[config.mk]
export PLATFORM = sky130hd
export DESIGN_NAME = ordered_key_value_table
export DESIGN_NICKNAME = d
export VERILOG_FILES = /design/src/rtl/okvt_pkg.sv /design/src/rtl/okvt_ram.sv /design/src/rtl/ordered_key_value_table.sv
export SDC_FILE = /design/constraint.sdc
export NUM_CORES = 1
export LEC_CHECK = 0
export BUFFER_PORTS_ARGS = -buffer_cell sky130_fd_sc_hd__buf_2
export CORE_MARGIN = 5
export CORE_UTILIZATION = 53
export CTS_CLUSTER_SIZE = 28
export DETAILED_ROUTE_END_ITERATION = 8
export GPL_TIMING_DRIVEN = 1
export MAX_ROUTING_LAYER = met4
export PLACE_DENSITY = 0.69
export SYNTH_ARGS = -nofsm -noshare
export SYNTH_HDL_FRONTEND = slang
export SYNTH_HIERARCHICAL = 1
export SYNTH_SLANG_ARGS = --single-unit
export TNS_END_PERCENT = 10
[constraint.sdc]
create_clock -name clk -period 10.8 [get_ports clk]
set_input_delay 3.24 -clock clk [delete_from_list [all_inputs] [get_ports clk]]
set_output_delay 3.24 -clock clk [all_outputs]
set_load 0.01 [all_outputs]
[src/rtl/okvt_pkg.sv]
// ============================================================================
// okvt_pkg
// Shared types and codes for the ordered key/value table.
// ============================================================================
package okvt_pkg;

    typedef logic [1:0] op_t;
    typedef logic [1:0] status_t;

    localparam op_t OP_LOOKUP = 2'd0;
    localparam op_t OP_PUT    = 2'd1;
    localparam op_t OP_REMOVE = 2'd2;
    localparam op_t OP_NOP    = 2'd3;

    localparam status_t ST_OK       = 2'd0;
    localparam status_t ST_NOTFOUND = 2'd1;
    localparam status_t ST_FULL     = 2'd2;

    localparam int KEY_IN_W   = 32;
    localparam int VAL_IN_W   = 32;
    localparam int VAL_OUT_W  = 32;
    localparam int CNT_OUT_W  = 5;
    localparam int IN_DATA_W  = ((KEY_IN_W + VAL_IN_W + 7) / 8) * 8;
    localparam int OUT_DATA_W = ((VAL_OUT_W + CNT_OUT_W + 7) / 8) * 8;
    localparam int OP_W       = 2;
    localparam int STATUS_W   = 2;

endpackage

[src/rtl/okvt_ram.sv]
// ============================================================================
// okvt_ram
// Simple dual-port synchronous RAM, one write and one registered read port.
// ============================================================================
module okvt_ram #(
    parameter int WIDTH = 64,
    parameter int DEPTH = 16
) (
    input  logic                     clk,
    input  logic                     we,
    input  logic [$clog2(DEPTH)-1:0] waddr,
    input  logic [WIDTH-1:0]         wdata,
    input  logic [$clog2(DEPTH)-1:0] raddr,
    output logic [WIDTH-1:0]         rdata
);

    logic [WIDTH-1:0] mem [DEPTH];

    always_ff @(posedge clk)
    begin
        if (we)
        begin
            mem[waddr] <= wdata;
        end
        rdata <= mem[raddr];
    end

endmodule

[src/rtl/ordered_key_value_table.sv]
// ============================================================================
// ordered_key_value_table
// Insertion-ordered key/value table with linear search, put and remove.
// ============================================================================
// Requests arrive one word at a time; the table holds up to DEPTH entries in
// one RAM (key and value side by side) and walks it one entry per cycle
// through the single read port. A search stops at the entry that holds the
// key, or runs through all entries in use when the key is missing; the unused
// code goes straight to the result. A remove then copies each later entry
// down one place through the same read and write ports, so the search and the
// shift together visit each entry in use once. The next request is taken
// once the result has moved into the output register. A finished result
// waits in an output register, so the next request is taken while the
// previous result is still pending; a second finished result stalls the input
// until the first one leaves.
module ordered_key_value_table #(
    parameter int DEPTH = 16,
    parameter int KEY_W = 32,
    parameter int VAL_W = 32
) (
    input  logic                             clk,
    input  logic                             rst_n,
    input  logic                             s_axis_tvalid,
    output logic                             s_axis_tready,
    input  logic [okvt_pkg::IN_DATA_W-1:0]   s_axis_tdata,  // key, value_in
    input  logic [okvt_pkg::OP_W-1:0]        s_axis_tuser,  // func
    output logic                             m_axis_tvalid,
    input  logic                             m_axis_tready,
    output logic [okvt_pkg::OUT_DATA_W-1:0]  m_axis_tdata,  // value_out, entry_count
    output logic [okvt_pkg::STATUS_W-1:0]    m_axis_tuser   // status
);

    localparam int AW = (DEPTH > 1) ? $clog2(DEPTH) : 1;
    localparam int CW = $clog2(DEPTH + 1);
    localparam int MW = KEY_W + VAL_W;

    localparam logic [2:0] S_IDLE   = 3'd0;
    localparam logic [2:0] S_SEARCH = 3'd1;
    localparam logic [2:0] S_SHIFT  = 3'd2;
    localparam logic [2:0] S_MISS   = 3'd3;
    localparam logic [2:0] S_DONE   = 3'd4;

    logic [2:0]                       state_reg, state_next;
    okvt_pkg::op_t                    op_reg, op_next;
    logic [KEY_W-1:0]                 key_reg, key_next;
    logic [VAL_W-1:0]                 val_reg, val_next;
    logic [AW-1:0]                    idx_reg, idx_next;
    logic [CW-1:0]                    fill_reg, fill_next;
    logic [okvt_pkg::VAL_OUT_W-1:0]   res_val_reg, res_val_next;
    okvt_pkg::status_t                res_status_reg, res_status_next;

    logic                             out_valid_reg, out_valid_next;
    logic [okvt_pkg::VAL_OUT_W-1:0]   out_val_reg, out_val_next;
    okvt_pkg::status_t                out_status_reg, out_status_next;
    logic [okvt_pkg::CNT_OUT_W-1:0]   out_count_reg, out_count_next;

    logic                             ram_we;
    logic [AW-1:0]                    ram_waddr;
    logic [MW-1:0]                    ram_wdata;
    logic [AW-1:0]                    ram_raddr;
    logic [MW-1:0]                    ram_rdata;

    logic                             accept;
    logic                             load_out;
    logic                             hit;
    logic [CW-1:0]                    idx_inc;
    logic                             more;

    okvt_ram #(
        .WIDTH (MW),
        .DEPTH (DEPTH)
    ) u_store (
        .clk   (clk),
        .we    (ram_we),
        .waddr (ram_waddr),
        .wdata (ram_wdata),
        .raddr (ram_raddr),
        .rdata (ram_rdata)
    );

    assign s_axis_tready = (state_reg == S_IDLE);
    assign accept        = s_axis_tvalid && s_axis_tready;
    assign load_out      = (state_reg == S_DONE) && (!out_valid_reg || m_axis_tready);

    assign hit     = (ram_rdata[KEY_W-1:0] == key_reg);
    assign idx_inc = CW'(idx_reg) + CW'(1);
    assign more    = (idx_inc < fill_reg);

    always_comb
    begin
        state_next      = state_reg;
        op_next         = op_reg;
        key_next        = key_reg;
        val_next        = val_reg;
        idx_next        = idx_reg;
        fill_next       = fill_reg;
        res_val_next    = res_val_reg;
        res_status_next = res_status_reg;
        ram_we          = 1'b0;
        ram_waddr       = idx_reg;
        ram_wdata       = {val_reg, key_reg};
        ram_raddr       = '0;

        unique case (state_reg)
            S_IDLE:
            begin
                if (accept)
                begin
                    op_next         = s_axis_tuser;
                    key_next        = KEY_W'(s_axis_tdata[okvt_pkg::KEY_IN_W-1:0]);
                    val_next        = VAL_W'(s_axis_tdata[okvt_pkg::IN_DATA_W-1:
                                                          okvt_pkg::KEY_IN_W]);
                    idx_next        = '0;
                    res_val_next    = '0;
                    res_status_next = okvt_pkg::ST_OK;
                    if (s_axis_tuser == okvt_pkg::OP_NOP)
                    begin
                        state_next = S_DONE;
                    end
                    else if (fill_reg == '0)
                    begin
                        state_next = S_MISS;
                    end
                    else
                    begin
                        state_next = S_SEARCH;
                    end
                end
            end

            S_SEARCH:
            begin
                if (hit)
                begin
                    unique case (op_reg)
                        okvt_pkg::OP_LOOKUP:
                        begin
                            res_val_next = okvt_pkg::VAL_OUT_W'(ram_rdata[MW-1:KEY_W]);
                            state_next   = S_DONE;
                        end
                        okvt_pkg::OP_PUT:
                        begin
                            ram_we     = 1'b1;
                            state_next = S_DONE;
                        end
                        okvt_pkg::OP_REMOVE:
                        begin
                            if (more)
                            begin
                                ram_raddr  = idx_inc[AW-1:0];
                                idx_next   = idx_inc[AW-1:0];
                                state_next = S_SHIFT;
                            end
                            else
                            begin
                                fill_next  = fill_reg - CW'(1);
                                state_next = S_DONE;
                            end
                        end
                        default:
                        begin
                            state_next = S_DONE;
                        end
                    endcase
                end
                else if (more)
                begin
                    ram_raddr = idx_inc[AW-1:0];
                    idx_next  = idx_inc[AW-1:0];
                end
                else
                begin
                    state_next = S_MISS;
                end
            end

            S_SHIFT:
            begin
                // copy entry idx down to idx-1
                ram_we    = 1'b1;
                ram_waddr = idx_reg - AW'(1);
                ram_wdata = ram_rdata;
                if (more)
                begin
                    ram_raddr = idx_inc[AW-1:0];
                    idx_next  = idx_inc[AW-1:0];
                end
                else
                begin
                    fill_next  = fill_reg - CW'(1);
                    state_next = S_DONE;
                end
            end

            S_MISS:
            begin
                state_next = S_DONE;
                if (op_reg == okvt_pkg::OP_PUT)
                begin
                    if (fill_reg < CW'(DEPTH))
                    begin
                        ram_we    = 1'b1;
                        ram_waddr = fill_reg[AW-1:0];
                        fill_next = fill_reg + CW'(1);
                    end
                    else
                    begin
                        res_status_next = okvt_pkg::ST_FULL;
                    end
                end
                else
                begin
                    res_status_next = okvt_pkg::ST_NOTFOUND;
                end
            end

            S_DONE:
            begin
                if (load_out)
                begin
                    state_next = S_IDLE;
                end
            end

            default:
            begin
                state_next = S_IDLE;
            end
        endcase
    end

    always_comb
    begin
        out_valid_next  = out_valid_reg;
        out_val_next    = out_val_reg;
        out_status_next = out_status_reg;
        out_count_next  = out_count_reg;
        if (load_out)
        begin
            out_valid_next  = 1'b1;
            out_val_next    = res_val_reg;
            out_status_next = res_status_reg;
            out_count_next  = okvt_pkg::CNT_OUT_W'(fill_reg);
        end
        else if (m_axis_tready)
        begin
            out_valid_next = 1'b0;
        end
    end

    always_ff @(posedge clk or negedge rst_n)
    begin
        if (!rst_n)
        begin
            state_reg     <= S_IDLE;
            fill_reg      <= '0;
            out_valid_reg <= 1'b0;
        end
        else
        begin
            state_reg     <= state_next;
            fill_reg      <= fill_next;
            out_valid_reg <= out_valid_next;
        end
    end

    always_ff @(posedge clk)
    begin
        op_reg         <= op_next;
        key_reg        <= key_next;
        val_reg        <= val_next;
        idx_reg        <= idx_next;
        res_val_reg    <= res_val_next;
        res_status_reg <= res_status_next;
        out_val_reg    <= out_val_next;
        out_status_reg <= out_status_next;
        out_count_reg  <= out_count_next;
    end

    assign m_axis_tvalid = out_valid_reg;
    assign m_axis_tdata  = okvt_pkg::OUT_DATA_W'({out_count_reg, out_val_reg});
    assign m_axis_tuser  = out_status_reg;

`ifndef SYNTHESIS
    a_fill_bound: assert property (@(posedge clk) disable iff (!rst_n)
        fill_reg <= CW'(DEPTH))
        else $error("entry count beyond table depth");

    a_full_only_when_full: assert property (@(posedge clk) disable iff (!rst_n)
        load_out && (res_status_reg == okvt_pkg::ST_FULL) |-> fill_reg == CW'(DEPTH))
        else $error("table full reported with free entries");

    a_write_states: assert property (@(posedge clk) disable iff (!rst_n)
        ram_we |-> (state_reg == S_SEARCH) || (state_reg == S_SHIFT)
                   || (state_reg == S_MISS))
        else $error("store written outside a write step");

    a_shift_nonempty: assert property (@(posedge clk) disable iff (!rst_n)
        state_reg == S_SHIFT |-> idx_reg != '0 && fill_reg != '0)
        else $error("shift step with nothing to move");

    a_accept_busy: assert property (@(posedge clk) disable iff (!rst_n)
        accept |=> state_reg != S_IDLE)
        else $error("request accepted without processing");
`endif

endmodule
# Yosys cells after proc, flatten, opt, wreduce, memory -nomap -nowiden
# Memory sizes are Yosys's and may differ from the RTL's. A register that Yosys moved wholly into a read port is not among the register bits.
# Index checks and enable logic that the tools add are counted.
[classes]
add_sub_neg = 4
order_cmp = 2
eq_ne = 19
muxes = 46
reduce_logical = 18
[ops]
columns = ["operator", "n"]
rows = [
  ["$mux W32", 3],
  ["$mux W64", 1],
  ["$pmux W32 S2", 1],
  ["$mux W4", 9],
  ["$eq A32 B32 Y1", 1],
  ["$mux W5", 5],
  ["$mux W3", 8],
  ["$pmux W4 S2", 2],
  ["$pmux W3 S5", 1],
  ["$pmux W5 S3", 1],
  ["$pmux W4 S3", 1],
  ["$ne A2 B2 Y1 const B", 5],
  ["$mux W1", 8],
  ["$mux W2", 4],
  ["$reduce_and A4 Y1", 2],
  ["$eq A3 B2 Y1 const B", 2],
  ["$ne A2 B1 Y1 const B", 3],
  ["$ne A3 B3 Y1 const B", 2],
  ["$reduce_and A3 Y1", 2],
  ["$reduce_bool A2 Y1", 3],
  ["$reduce_bool A3 Y1", 2],
  ["$add A4 B1 Y5 const B", 1],
  ["$add A5 B1 Y5 const B", 1],
  ["$logic_not A5 Y1", 1],
  ["other kinds (18)", 20],
]
[totals]
regBits = 152
ramBits = 1024
input_bits = 70
out_inout_bits = 44
wordCells = 102
n_memories = 1
[mem_list]
columns = ["name", "depth", "width", "read_ports", "rd_clocked_by_memory_dff", "write_ports", "line_no", "source"]
rows = [
  ["u_store.mem", 16, 64, 1, 1, 1, "okvt_ram.sv:17", "logic [WIDTH-1:0] mem [DEPTH];"],
]

# Longest topological paths before layout
[depth]
ltp_word = 6
mapped_depth = 16
mapped_depth_nobuf = 12

# Cells and area by module
# The synthesis kept the hierarchy.
[modules_own_cells]
columns = ["mod", "n_inst", "cells_each", "area_per_inst_um2", "seq_area_each_um2"]
rows = [
  ["okvt_ram", 1, 1647, 39581.7, 32030.7],
  ["ordered_key_value_table", 1, 444, 6770.2, 4519.3],
]

# Worst setup path after synthesis
# OpenSTA, ideal clock, no wires.
[synth_path]
path_type = "reg-to-reg"
startpoint = "register key_reg[31]"
endpoint = "memory u_store.mem[0][0] (enable)"
setup_time_ns = 0.565
arrival_ns = 6.616
required_time_ns = 10.235
path_slack_ns = 3.620
stages_incl_launch_ff = 9
n_path_buf = 0
synth_period_minus_slack_ns = 7.180
cell_sequence = "edfxtp_1 xnor2_1 nand4_1 nor4_4 nand2_2 or3_1 a21oi_1 or3b_2 nor3_1"
[synth_via]
elab_chain_cells = 5
[synth_rtl]
columns = ["element", "line_no", "source"]
rows = [
  ["from (decl)", "ordered_key_value_table.sv:45", "logic [KEY_W-1:0] key_reg, key_next;"],
  ["from (signal assigned)", "ordered_key_value_table.sv:270", "key_reg <= key_next;"],
  ["$eq A32 B32 Y1", "ordered_key_value_table.sv:85", "assign hit = (ram_rdata[KEY_W-1:0] == key_reg);"],
  ["$mux W1", "ordered_key_value_table.sv:133", "if (hit)"],
  ["$pmux W1 S3", "ordered_key_value_table.sv:104", "unique case (state_reg)"],
  ["net ram_we", "ordered_key_value_table.sv:57", "logic ram_we;"],
  ["$mux W1", "okvt_ram.sv:21", "if (we)"],
  ["$mux W1 (not written as such)", "okvt_ram.sv:23", "mem[waddr] <= wdata;"],
  ["to (decl)", "okvt_ram.sv:17", ""],
]
# The timed path passes the listed nets, and every way through them passes these cells.

# Worst setup path after layout
[layout_path]
startpoint = "register state_reg[2]"
endpoint = "memory u_store.mem[1][22] (enable)"
[layout_via]
word_cells_on_any_way = 7
cone_classes = "3 x eq/ne; 4 x mux"
[layout_lines]
columns = ["element", "line_no", "source"]
rows = [
  ["from (decl)", "ordered_key_value_table.sv:43", "logic [2:0] state_reg, state_next;"],
  ["from (signal assigned)", "ordered_key_value_table.sv:261", "state_reg <= state_next;"],
  ["$eq A3 B2 Y1", "ordered_key_value_table.sv:104", ""],
  ["$pmux W4 S2 *", "ordered_key_value_table.sv:104", ""],
  ["net ram_waddr[1]", "ordered_key_value_table.sv:58", "logic [AW-1:0] ram_waddr;"],
]
# Mark *: on every way through the listed nets, which the timed path passes. The rest lies on a longest branch.

==> metrics <==
CP Max Fanout between 40 and 50; Final GP Congestion slightly below 0.8; largest net degree at the start of global routing between 150 and 200; Netlist cell types 50; Final Hold Fails 0; CP Capture Type flop; FF+latch count, synth ~1200; via/cell ratio 6.122; Rows 108; Fmax roughly 170 MHz; crit path time final a little under 6000 ps; grt total ovfl 0; asr flop ratio synth less than 1%; Util after Layout between 60% and 70%; Non-Filler Instances between 3000 and 4000; Slew @ Worst Pin between 1000 and 1500 ps; Slew HR 24.39%; Iteration-0 DRC Markers 2224; PwrDens ~280 nW/um^2; Synthesis Warnings 6; Num Clock Sinks between 1000 and 1500; clk_skew ~32 ps; Post-Syn Area ~46000 um^2; Critical Path Source Type flop; top flop regs u_store/mem x1024, u_store/rdata x64; via count approximately 22000; FF-to-FF End u_store/mem[1][22]$_DFFE_PP_; final HPWL from detailed placement approximately 51000 um; vias in the first global route about 22000; Post-synth EDFFs approximately 1200; ys flop type edfxtp_1; first-pass GRT wire length between 100000 and 150000 um; setup bufs post-CTS 0; Setup Total Neg Slack 0 ps; PortBufs 110; die area 93470 um^2; Die W about 300 um; Max Buffers Root-to-Sink 3; status finished, final reports clean; CTS hold repair buffers 0; CTS tree done; most frequent cells in the layout edfxtp_1 (1167), mux4_2 (256), a22oi_1 (128); fin worst setup slack 4897 ps; Final period util a little over half; final WL approximately 100000 um; Synth-to-Final Area Change 12.99%; Core Area approximately 87000 um^2; # IOs approximately 110; unrepaired setup endpoints after global routing false; DRC 0; Arr. time, crit path between 6000 and 7000 ps; critical path type reg -> reg; Clk Tree Root Cell clkbuf_16; antenna violations before repair 3; Seq/Total Area, Yosys 78.85%; Critical Path RT approximately 11000 ps; share of post-route cells with drive strength above 1 between 20% and 30%; Clock Latency Late Sink between 600 and 700 ps; Reg with most FFs u_store/mem; per-cell routed wire length around 28 um; syn avg cell area ~22 um^2; Hold Crit Class reg -> reg; worst hold margin approximately 420 ps; Post-Place Setup Slack between 4000 and 5000 ps; commonest non-fill, non-tap cell in the layout edfxtp_1; CTS clk-pin slew, worst paths 60 ps; max reg flops 1024; Critical Path Sink u_store/mem[1][22]$_DFFE_PP_; Cells after Synth roughly 2100; total CTS buffers 117; Reg2Reg Depth 8; Final Max Slew Viols 0; Leak Pwr 16.51 nW; Worst setup startpoint state_reg[2]$_DFFE_PN0P_; Die Y 305.7 um; Final ANT Viol Nets 0; DP Cell Count around 3300; gr usage total 22.12%; reg-to-reg critical path startpoint state_reg[2]$_DFFE_PN0P_; PostCTS Resize Cnt 0; Initial Utilization a little over half; H-tree Lvls 3; R2R setup slack between 4000 and 5000 ps; first-pass iteration count of the detailed router 7; Setup violations, final 0; Peak VDD IR about 0.28 mV; nets roughly 2300; Max-Cap Viols 0
-- critical path: stages (launching register included) --
cell and delay [ps]:
dfrtp_1 490, nor2b_1 670, and2_4 580, buf_4 840
a221oi_1 450, nand2b_1 470, nor2_4 750, buf_4 560
buf_4 590
-- final cells by class --
type | count | area (um^2)
flip-flops and latches | 1240 | 36550
fillers | 6056 | 34380
multi-input cells | 738 | 9387
clock buffers | 160 | 3283
well taps | 1155 | 1445
repair buffers | 156 | 933.4
clock inverters | 61 | 732.0
inverters | 10 | 38.79
diodes | 2 | 5.005
-- logic make-up after synthesis --
kind of cell	share of synthesized area [%]
flip-flops	78.85
adder cells (fa/ha/maj)	0.3401
XOR/XNOR	0.7369
multiplexers	14.11
AND/OR/NAND/NOR	1.995
other	0.008090
AO/OA/AOI/OAI	2.691
buffers and inverters	1.261
-- per-layer routing --
metal	global-route usage (%)	part of all wire (%)	up-vias
met1	30.17	40	11488
met4	4.857	2.1	0
met3	4.168	8.2	152
met5	-	0	-
li1	-	-	9028
met2	35.71	50	894
-- how the worst min path moves through the flow --
stage                               startpoint  cells past startpoint  slack [ps]                         to
2_1_floorplan  res_status_reg[0]$_SDFFCE_PN0P_                      0         400  m_axis_tuser[0]$_DFFE_PP_
3_3_place_gp     res_val_reg[18]$_SDFFCE_PN0P_                      0         400  out_val_reg[18]$_DFFE_PP_
3_5_place_dp   res_status_reg[0]$_SDFFCE_PN0P_                      0         400  m_axis_tuser[0]$_DFFE_PP_
4_1_cts        res_status_reg[0]$_SDFFCE_PN0P_                      0         420  m_axis_tuser[0]$_DFFE_PP_
5_1_grt          res_val_reg[26]$_SDFFCE_PN0P_                      0         420  out_val_reg[26]$_DFFE_PP_
6_report       res_status_reg[0]$_SDFFCE_PN0P_                      0         420  m_axis_tuser[0]$_DFFE_PP_
-- report_power, final --
part           switching [mW]  internal (mW)  total, mW
clock                    1.71           2.50       4.21
sequential              0.248           6.30       6.54
combinational            2.34           1.70       4.05
total                    4.30           10.5       14.8
-- stage by stage --
stage               total power, mW  instance area, um^2
global placement              10.61                48350
floorplan                     9.583                46360
finish                        14.80                52370
global route                  15.49                52370
detailed placement            10.73                48350
CTS                           14.94                52370
-- Yosys cell counts, types with 4 or more instances --
library cell / number / area share [%]
buf_4: 9 / 0.15
o21ai_0: 6 / 0.065
clkbuf_1: 52 / 0.42
buf_2: 16 / 0.17
nor3_1: 7 / 0.076
and2_1: 34 / 0.46
edfxtp_1: 1167 / 76
nand3_1: 7 / 0.076
a22oi_1: 129 / 2.1
a21o_1: 4 / 0.065
o22ai_1: 7 / 0.094
nand4_1: 9 / 0.12
a21oi_1: 11 / 0.12
buf_6: 13 / 0.32
dfxtp_1: 64 / 2.8
mux2_1: 4 / 0.097
mux2_2: 61 / 1.5
nand2b_1: 7 / 0.094
mux4_2: 256 / 12
nor2_1: 29 / 0.23
ha_1: 11 / 0.30
inv_1: 9 / 0.073
dfrtp_1: 9 / 0.49
nand2_1: 81 / 0.66
xnor2_1: 35 / 0.66
buf_1: 14 / 0.11
nor2b_1: 4 / 0.054
xor2_1: 4 / 0.076
Power figures use the tool's default switching activity.
